==> src/design/length_framed_bit_receiver_defines.svh <==
// Assertion helpers for the framed bit receiver.
`ifndef LENGTH_FRAMED_BIT_RECEIVER_DEFINES_SVH
`define LENGTH_FRAMED_BIT_RECEIVER_DEFINES_SVH

// Clocked implication, disabled in reset.
`define LFBR_ASSERT_IMPL(label, ante, cons, msg) \
  label: assert property (@(posedge clk) disable iff (rst) (ante) |-> (cons)) \
    else $error(msg);

// Clocked implication with the consequent checked in the next cycle.
`define LFBR_ASSERT_NEXT(label, ante, cons, msg) \
  label: assert property (@(posedge clk) disable iff (rst) (ante) |=> (cons)) \
    else $error(msg);

`endif

==> src/design/lfbr_pkg.sv <==
package lfbr_pkg;

  localparam int HEADER_DIGITS_DEF = 10;
  localparam int SENDER_BITS_DEF   = 22;

  localparam int DATA_W   = 32;
  localparam int ADDR_W   = 2;
  localparam int BYTE_W   = 8;
  localparam int BITCNT_W = 3;
  localparam int DIGIT_W  = 4;
  localparam int ACC_W    = 34;
  localparam int LEFT_W   = 33;
  localparam int PHASE_W  = 2;
  localparam int STATUS_W = 2;

  localparam logic [ADDR_W-1:0] REG_MAX_LENGTH = '0;

  localparam logic [PHASE_W-1:0] PH_IDLE    = 2'd0;
  localparam logic [PHASE_W-1:0] PH_HEADER  = 2'd1;
  localparam logic [PHASE_W-1:0] PH_PAYLOAD = 2'd2;

  localparam logic [STATUS_W-1:0] ST_OK        = 2'd0;
  localparam logic [STATUS_W-1:0] ST_BAD_DIGIT = 2'd1;
  localparam logic [STATUS_W-1:0] ST_TOO_LARGE = 2'd2;
  localparam logic [STATUS_W-1:0] ST_NO_TERM   = 2'd3;

  localparam logic [BYTE_W-1:0] CHAR_ZERO = 8'h30;
  localparam logic [BYTE_W-1:0] CHAR_NINE = 8'h39;

endpackage

==> src/design/length_framed_bit_receiver.sv <==
// Length-framed bit receiver. Each request carries one bit and its sender id; bits are packed
// LSB first into bytes. The first bit after idle locks the session to its sender. The first
// HEADER_DIGITS bytes are ASCII decimal digits giving the payload length (MSB digit first);
// a non-digit ends the session with status 1, a length above max_length (register at byte
// address 0, reset all ones) with status 2. Then length+1 payload bytes are delivered, the last
// flagged by message_done and required to be zero (status 3 otherwise). Header bits are always
// acknowledged; payload bits only from the locked sender. Every request gives exactly one
// result. Throughput is one request per cycle while result_stall does not hold the result
// register: an input register feeds the combinational state update (one 34-bit
// multiply-by-ten add and one compare against max_length), which loads the result register.
`include "length_framed_bit_receiver_defines.svh"

module length_framed_bit_receiver #(
  parameter int HEADER_DIGITS = lfbr_pkg::HEADER_DIGITS_DEF,
  parameter int SENDER_BITS   = lfbr_pkg::SENDER_BITS_DEF
) (
  input  logic                          clk,
  input  logic                          rst,
  input  logic                          psel,
  input  logic                          penable,
  input  logic                          pwrite,
  input  logic [lfbr_pkg::ADDR_W-1:0]   paddr,
  input  logic [lfbr_pkg::DATA_W-1:0]   pwdata,
  output logic [lfbr_pkg::DATA_W-1:0]   prdata,
  output logic                          pready,
  input  logic                          item_valid,
  output logic                          item_stall,
  input  logic [SENDER_BITS-1:0]        sender_id,
  input  logic                          bit_value,
  output logic                          result_valid,
  input  logic                          result_stall,
  output logic                          ack,
  output logic                          byte_valid,
  output logic [lfbr_pkg::BYTE_W-1:0]   data_byte,
  output logic                          message_done,
  output logic [lfbr_pkg::STATUS_W-1:0] status,
  output logic [SENDER_BITS-1:0]        locked_sender
);
  import lfbr_pkg::*;

  logic [DATA_W-1:0]      max_length;
  logic                   s1_valid;
  logic [SENDER_BITS-1:0] s1_sid;
  logic                   s1_bit;
  logic                   advance;

  logic [PHASE_W-1:0]     phase, phase_next;
  logic [BITCNT_W-1:0]    bit_count, bit_count_next;
  logic [BYTE_W-1:0]      shift_byte, shift_byte_next;
  logic [DIGIT_W-1:0]     digit_count, digit_count_next;
  logic [ACC_W-1:0]       length_accum, length_accum_next;
  logic [LEFT_W-1:0]      bytes_left, bytes_left_next;
  logic [SENDER_BITS-1:0] sender_lock, sender_lock_next;

  logic                   eff_idle;
  logic [BITCNT_W-1:0]    cur_bit_count;
  logic [BYTE_W-1:0]      cur_shift;
  logic [DIGIT_W-1:0]     cur_digit;
  logic [ACC_W-1:0]       cur_accum;
  logic [LEFT_W-1:0]      cur_left;
  logic                   sid_match;
  logic [BYTE_W-1:0]      shift_new;
  logic                   byte_done;
  logic                   is_digit;
  logic [ACC_W-1:0]       accum_new;
  logic [DIGIT_W-1:0]     digit_new;

  logic                   ack_next, byte_valid_next, done_next;
  logic [BYTE_W-1:0]      data_byte_next;
  logic [STATUS_W-1:0]    status_next;

  // Config port
  assign pready = 1'b1;
  assign prdata = (paddr == REG_MAX_LENGTH) ? max_length : '0;

  always_ff @(posedge clk) begin
    if (rst) begin
      max_length <= '1;
    end else if (psel && penable && pwrite && paddr == REG_MAX_LENGTH) begin
      max_length <= pwdata;
    end
  end

  // Handshake
  assign advance    = !result_valid || !result_stall;
  assign item_stall = s1_valid && !advance;

  always_ff @(posedge clk) begin
    if (rst) begin
      s1_valid <= 1'b0;
    end else if (!item_stall) begin
      s1_valid <= item_valid;
    end
  end

  always_ff @(posedge clk) begin
    if (!item_stall && item_valid) begin
      s1_sid <= sender_id;
      s1_bit <= bit_value;
    end
  end

  // State update
  assign eff_idle      = (phase != PH_HEADER) && (phase != PH_PAYLOAD);
  assign cur_bit_count = eff_idle ? '0 : bit_count;
  assign cur_shift     = eff_idle ? '0 : shift_byte;
  assign cur_digit     = eff_idle ? '0 : digit_count;
  assign cur_accum     = eff_idle ? '0 : length_accum;
  assign cur_left      = eff_idle ? '0 : bytes_left;
  assign sender_lock_next = eff_idle ? s1_sid : sender_lock;
  assign sid_match     = (s1_sid == sender_lock_next);

  assign shift_new = cur_shift | (BYTE_W'(s1_bit) << cur_bit_count);
  assign byte_done = (cur_bit_count == BITCNT_W'(BYTE_W - 1));
  assign is_digit  = (shift_new >= CHAR_ZERO) && (shift_new <= CHAR_NINE);
  assign accum_new = ACC_W'({cur_accum, 3'b000}) + ACC_W'({cur_accum, 1'b0})
                     + ACC_W'(shift_new[3:0]);
  assign digit_new = cur_digit + DIGIT_W'(1);

  always_comb begin
    phase_next        = eff_idle ? PH_HEADER : phase;
    bit_count_next    = cur_bit_count;
    shift_byte_next   = cur_shift;
    digit_count_next  = cur_digit;
    length_accum_next = cur_accum;
    bytes_left_next   = cur_left;
    ack_next          = 1'b0;
    byte_valid_next   = 1'b0;
    data_byte_next    = '0;
    done_next         = 1'b0;
    status_next       = ST_OK;
    case (phase_next)
      PH_HEADER: begin
        ack_next = 1'b1;
        if (sid_match) begin
          bit_count_next  = cur_bit_count + BITCNT_W'(1);
          shift_byte_next = byte_done ? '0 : shift_new;
          if (byte_done) begin
            if (!is_digit) begin
              status_next = ST_BAD_DIGIT;
              phase_next  = PH_IDLE;
            end else begin
              length_accum_next = accum_new;
              digit_count_next  = digit_new;
              if (digit_new >= DIGIT_W'(HEADER_DIGITS)) begin
                if (accum_new > ACC_W'(max_length)) begin
                  status_next = ST_TOO_LARGE;
                  phase_next  = PH_IDLE;
                end else begin
                  // remaining count kept as length; last byte seen when it reads zero
                  bytes_left_next  = accum_new[LEFT_W-1:0];
                  digit_count_next = '0;
                  phase_next       = PH_PAYLOAD;
                end
              end
            end
          end
        end
      end
      PH_PAYLOAD: begin
        if (sid_match) begin
          ack_next        = 1'b1;
          bit_count_next  = cur_bit_count + BITCNT_W'(1);
          shift_byte_next = byte_done ? '0 : shift_new;
          if (byte_done) begin
            byte_valid_next = 1'b1;
            data_byte_next  = shift_new;
            bytes_left_next = cur_left - LEFT_W'(1);
            if (cur_left == '0) begin
              done_next   = 1'b1;
              status_next = (shift_new != '0) ? ST_NO_TERM : ST_OK;
              phase_next  = PH_IDLE;
            end
          end
        end
      end
      default: begin
        phase_next = PH_IDLE;
      end
    endcase
  end

  always_ff @(posedge clk) begin
    if (rst) begin
      phase       <= PH_IDLE;
      sender_lock <= '0;
    end else if (s1_valid && advance) begin
      phase       <= phase_next;
      sender_lock <= sender_lock_next;
    end
  end

  always_ff @(posedge clk) begin
    if (s1_valid && advance) begin
      bit_count    <= bit_count_next;
      shift_byte   <= shift_byte_next;
      digit_count  <= digit_count_next;
      length_accum <= length_accum_next;
      bytes_left   <= bytes_left_next;
    end
  end

  // Result register
  always_ff @(posedge clk) begin
    if (rst) begin
      result_valid <= 1'b0;
    end else if (advance) begin
      result_valid <= s1_valid;
    end
  end

  always_ff @(posedge clk) begin
    if (s1_valid && advance) begin
      ack           <= ack_next;
      byte_valid    <= byte_valid_next;
      data_byte     <= data_byte_next;
      message_done  <= done_next;
      status        <= status_next;
      locked_sender <= sender_lock_next;
    end
  end

  `LFBR_ASSERT_IMPL(a_done_has_byte, result_valid && message_done, byte_valid, "done without byte")
  `LFBR_ASSERT_IMPL(a_byte_status, result_valid && byte_valid,
                    status == ST_OK || status == ST_NO_TERM, "header error on payload byte")
  `LFBR_ASSERT_IMPL(a_stall_cause, item_stall, s1_valid && result_valid && result_stall,
                    "input stalled without a blocked result")
  `LFBR_ASSERT_NEXT(a_hdr_error_idle, s1_valid && advance && phase_next == PH_IDLE,
                    phase == PH_IDLE, "session not closed")

endmodule

==> config.mk <==
export PLATFORM = sky130hd
export DESIGN_NAME = length_framed_bit_receiver
export DESIGN_NICKNAME = d
export VERILOG_FILES = /design/src/design/lfbr_pkg.sv /design/src/design/length_framed_bit_receiver.sv
export VERILOG_INCLUDE_DIRS = /design/src /design/src/design
export SDC_FILE = /design/constraint.sdc
export NUM_CORES = 1
export LEC_CHECK = 0
export CELL_PAD_IN_SITES_DETAIL_PLACEMENT = 0
export CELL_PAD_IN_SITES_GLOBAL_PLACEMENT = 2
export CORE_ASPECT_RATIO = 0.5
export CORE_UTILIZATION = 39
export DETAILED_ROUTE_END_ITERATION = 6
export DONT_BUFFER_PORTS = 1
export HOLD_SLACK_MARGIN = 0.03
export MAX_ROUTING_LAYER = met4
export PLACE_DENSITY_LB_ADDON = 0.1
export RECOVER_POWER = 25
export SLEW_MARGIN = 20
export SYNTH_ARGS = -nofsm -noshare
export SYNTH_HDL_FRONTEND = slang
export SYNTH_SLANG_ARGS = --single-unit
export TNS_END_PERCENT = 10
==> constraint.sdc <==
create_clock -name clk -period 11.1 [get_ports clk]
set_clock_uncertainty 0.2 [all_clocks]
set_input_delay 1.665 -clock clk [delete_from_list [all_inputs] [get_ports clk]]
set_output_delay 1.665 -clock clk [all_outputs]
set_load 0.05 [all_outputs]
==> metrics.log <==
INFO  metric outcome = finished, violations left
INFO  metric violations_in_the_final_reports = max-capacitance violations, max-slew violations
INFO  metric core-area = 30800 sq um
INFO  metric ff_to_ff_path_depth = 25
INFO  metric vias_in_the_first_global_route = 8820
INFO  metric final_core_util = 0.4413
INFO  metric num-nets-final = 1367
INFO  metric synth_edf_count = 139
INFO  metric fraction_of_the_mapped_netlist_area_in_adder_cells = 0.1050
INFO  metric drt_first_pass_iters = 5
INFO  metric pin_count_of_the_biggest_net_entering_global_routing = 65
INFO  metric critical_path_source_type = flop
INFO  metric standard_cell_row_count = 45
INFO  metric hold_path_depth = 2
INFO  metric timing.final.hold_violations = 0
INFO  metric holdPathEnd = phase[0]$_SDFFE_PP0P_
INFO  metric place.detailed.hpwl = 23660 microns
INFO  metric final-max-slew-violation-count = 138
INFO  metric worst_margin_slew = 3.513 ns
INFO  metric io_pins = 134
INFO  metric synth_compound_gate_area_share = 0.1542
INFO  metric r2r_startpoint = phase[0]$_SDFFE_PP0P_
INFO  metric die_area = 32600 sq um
INFO  metric cts_hold_repair.buffers = 0
INFO  metric power.density_cell_area = 138.1 nW/um^2
INFO  metric worstHoldStart = phase[0]$_SDFFE_PP0P_
INFO  metric die_w = 254.3 microns
INFO  metric post-route-min-period = 9.223 ns
INFO  metric avgViaCountPerCell = 5.701
INFO  metric grtUsageTotal = 0.2141
INFO  metric synth_xor_xnor_area_share = 0.03950
INFO  metric clk_pin_slew_worst_paths = 0.09 ns
INFO  metric root_buffer_master = clkbuf_16
INFO  metric ff2ff_setup_slack = 1.88 ns
INFO  metric first_iter_violations = 831
INFO  metric synth_ff_type = edfxtp_1
INFO  metric route.detailed.wl_per_inst = 20.21 microns
INFO  metric antenna_found_initial = 1
INFO  metric cp_data_required_time = 11.12 ns
INFO  metric min_path_type = reg2reg
INFO  metric drv.max_cap_violation_count = 3
INFO  metric total_of_fill_cells_in_the_finished_design = 2945
INFO  metric clock.fmax = 108.4 MHz
INFO  metric power.ir.vdd_worst = 0.0001161 V
INFO  metric route.final.wire_length = 33090 microns
INFO  metric finalSetupViolations = 0
INFO  metric netlist-cell-type-count = 75
INFO  metric p_leak = 5.502 nW
INFO  metric synth_async_sr_flop_share = 0
INFO  metric grt_overflow_total = 0
INFO  metric gp_congestion = 0.8165
INFO  metric ys_warn_count = 0
INFO  metric tritoncts.num_buffers = 17
INFO  metric route.vias.total = 9332
INFO  metric tritoncts = yes
INFO  metric cts_resized = 0
INFO  metric max_slew_headroom = -1.363
INFO  metric final_antenna_net_count = 0
INFO  metric drt_drc = 0
INFO  metric timing.critical_path.fanout_max = 49
INFO  metric layout-drive-gt1-share = 0.1187
INFO  metric max-clock-path-buffers = 2
INFO  metric register_area_share_after_synthesis = 0.4297
INFO  metric grt_first_pass_wirelength = 51730 microns
INFO  metric cts.sinks = 197
INFO  metric synthSimpleGateAreaFrac = 0.1531
INFO  metric setup_tns = 0 ns
INFO  metric chipHeight = 128.2 microns
INFO  metric clock_latency = 0.46 ns
INFO  metric synthToLayoutAreaGrowth = 9.452%
INFO  metric synth_area = 12420 sq um
INFO  metric final_cell_count_no_fill = 1637
INFO  metric io_buffer_count = 0
INFO  metric regToRegEndpoint = digit_count[3]$_DFFE_PP_
INFO  metric synth_top_family_by_area = compound AO/OA/AOI/OAI gates
INFO  metric crit_arrival = 9.25 ns
INFO  metric type_of_element_capturing_the_critical_path = flop
INFO  metric synth.net_count = 1383
INFO  metric syn_area_per_cell = 10.21 sq um
INFO  metric place_inst = 1604
INFO  metric post_cts_setup_buffers = 0
INFO  metric initial_utilization = 0.4032
INFO  metric synth_seq_cells = 197
INFO  metric path_class = reg2reg
INFO  metric grt_setup_unrepaired = no
INFO  metric final_min_period_over_clock_period = 0.8309
INFO  metric clock_tree.htree_level_count = 4
INFO  metric yosys-mux-area-fraction = 0.08313
INFO  metric synthesis.instances = 1216
metal layers:
metal,vias to the layer above,global-route usage,wire (microns)
met5,-,-,0
met4,0,0.04004,274
met3,19,0.04954,1843
met2,236,0.3162,14460
met1,4550,0.2989,16520
li1,4527,-,-
cells by family after synthesis:
family	count (synthesis)
AND/OR/NAND/NOR	382
AO/OA/AOI/OAI	272
flip-flops	197
buffers and inverters	109
adder cells (fa/ha/maj)	103
multiplexers	96
XOR/XNOR	56
other	1
how the worst max path moves through the flow:
stage | from | end | slack [ns] | cells past startpoint
floorplan | phase[0]$_SDFFE_PP0P_ | bytes_left[13]$_DFFE_PP_ | 4.35 | 30
global placement | phase[0]$_SDFFE_PP0P_ | digit_count[3]$_DFFE_PP_ | 3.09 | 26
detailed placement | phase[0]$_SDFFE_PP0P_ | digit_count[3]$_DFFE_PP_ | 2.97 | 26
CTS | phase[0]$_SDFFE_PP0P_ | bytes_left[6]$_DFFE_PP_ | 2.89 | 26
global route | phase[0]$_SDFFE_PP0P_ | digit_count[3]$_DFFE_PP_ | 1.13 | 25
finish | phase[0]$_SDFFE_PP0P_ | digit_count[3]$_DFFE_PP_ | 1.88 | 25
Yosys cell counts (12+ instances only):
| master | number | share of area |
|---|---|---|
| o21ai_0 | 55 | 0.022 |
| a21oi_1 | 54 | 0.022 |
| clkbuf_1 | 39 | 0.012 |
| nor2b_1 | 54 | 0.027 |
| xor2_1 | 27 | 0.019 |
| nand4_1 | 12 | 0.0060 |
| a211o_1 | 35 | 0.025 |
| dfxtp_1 | 58 | 0.094 |
| mux2i_1 | 39 | 0.031 |
| buf_1 | 13 | 0.0039 |
| inv_1 | 49 | 0.015 |
| edfxtp_1 | 139 | 0.34 |
| ha_1 | 101 | 0.10 |
| o211ai_1 | 14 | 0.0085 |
| a21o_1 | 13 | 0.0079 |
| nor2_1 | 125 | 0.038 |
| mux2_2 | 57 | 0.052 |
| nand2_1 | 55 | 0.017 |
| nand3_1 | 18 | 0.0073 |
| nor3_1 | 59 | 0.024 |
| a221o_1 | 17 | 0.014 |
| xnor2_1 | 29 | 0.020 |
metrics by stage:
step / hold slack [ns] / setup WS [ns] / instance area [sq um] / total power [mW]
after floorplan: 0.2440 / 4.351 / 12420 / 1.146
after global placement: 0.2576 / 3.092 / 12990 / 1.230
after detailed placement: 0.2566 / 2.967 / 12990 / 1.234
after CTS: 0.2695 / 2.894 / 13620 / 1.900
after global routing: 0.3072 / 1.126 / 13590 / 1.961
final: 0.2702 / 1.877 / 13590 / 1.876
registers in the layout, summed over array words and instances (netlist names), 2 cells and up:
name,cells
bit_count,3
sender_lock,22
length_accum,33
shift_byte,8
phase,2
max_length,32
data_byte,8
s1_sid,22
bytes_left,33
digit_count,4
status,2
locked_sender,22
power breakdown:
group | internal, mW | total [mW] | leakage, nW | switching [mW]
clock network | 0.312 | 0.659 | 0.301 | 0.347
registers | 0.833 | 0.879 | 1.81 | 0.0459
logic | 0.116 | 0.338 | 3.39 | 0.222
total | 1.26 | 1.88 | 5.50 | 0.615
worst max-delay path: stages, from the launching register on:
cell and delay, ns:
dfxtp_1 0.34, inv_1 0.06, ha_1 1.61, inv_1 0.09
buf_4 0.30, o21ai_0 0.24, inv_1 0.13, fa_1 0.55
fa_1 0.50, a211oi_1 0.37, o21a_1 0.22, o22ai_1 0.19
nand2_1 0.11, o2111ai_1 0.14, a21oi_1 0.34, o21ai_0 0.17
xor2_1 0.22, ha_1 0.32, nand4_1 0.17, nor4_1 0.73
nand3_1 0.15, nor4_1 0.23, o32ai_1 0.22, nor3_1 0.85
a2111oi_0 0.25, a31o_2 0.27
placed cells by master (no fill, tap or decap), types with 4 or more instances in the layout:
| cell | instances |
|---|---|
| xnor2_1 | 29 |
| and2_1 | 7 |
| xor2_1 | 27 |
| a31o_2 | 4 |
| nor3_2 | 15 |
| buf_4 | 24 |
| and4_1 | 4 |
| edfxtp_1 | 139 |
| mux2_2 | 55 |
| nor3_1 | 44 |
| nand2b_1 | 9 |
| nor4_1 | 9 |
| dfxtp_1 | 58 |
| a31oi_1 | 8 |
| ha_1 | 101 |
| a211o_1 | 35 |
| o311ai_0 | 9 |
| nor2b_1 | 53 |
| a221o_1 | 17 |
| nor3b_1 | 5 |
| mux2i_1 | 39 |
| nand4_1 | 12 |
| o31ai_1 | 5 |
| or3_1 | 6 |
| and3_1 | 6 |
| nand2_1 | 55 |
| o21a_1 | 7 |
| a21oi_1 | 54 |
| a21o_1 | 13 |
| o211ai_1 | 14 |
| nor2_1 | 125 |
| o22ai_1 | 4 |
| clkinv_8 | 5 |
| o21ai_0 | 55 |
| clkbuf_16 | 17 |
| o21bai_1 | 6 |
| o221ai_1 | 8 |
| inv_1 | 49 |
| nand3_1 | 18 |
| a211oi_1 | 9 |
layout make-up:
| class | count | area, sq um | area share |
|---|---|---|---|
| repair buffers | 25 | 183.9 | 0.01353 |
| inverters | 49 | 183.9 | 0.01353 |
| flip-flops and latches | 197 | 5335 | 0.3926 |
| diodes | 1 | 2.502 | 0.0001841 |
| well taps | 423 | 529.3 | 0.03894 |
| multi-input cells | 910 | 6731 | 0.4953 |
| clock buffers | 17 | 425.4 | 0.03130 |
| clock inverters | 15 | 198.9 | 0.01464 |
(Power assumes the default switching activity.)
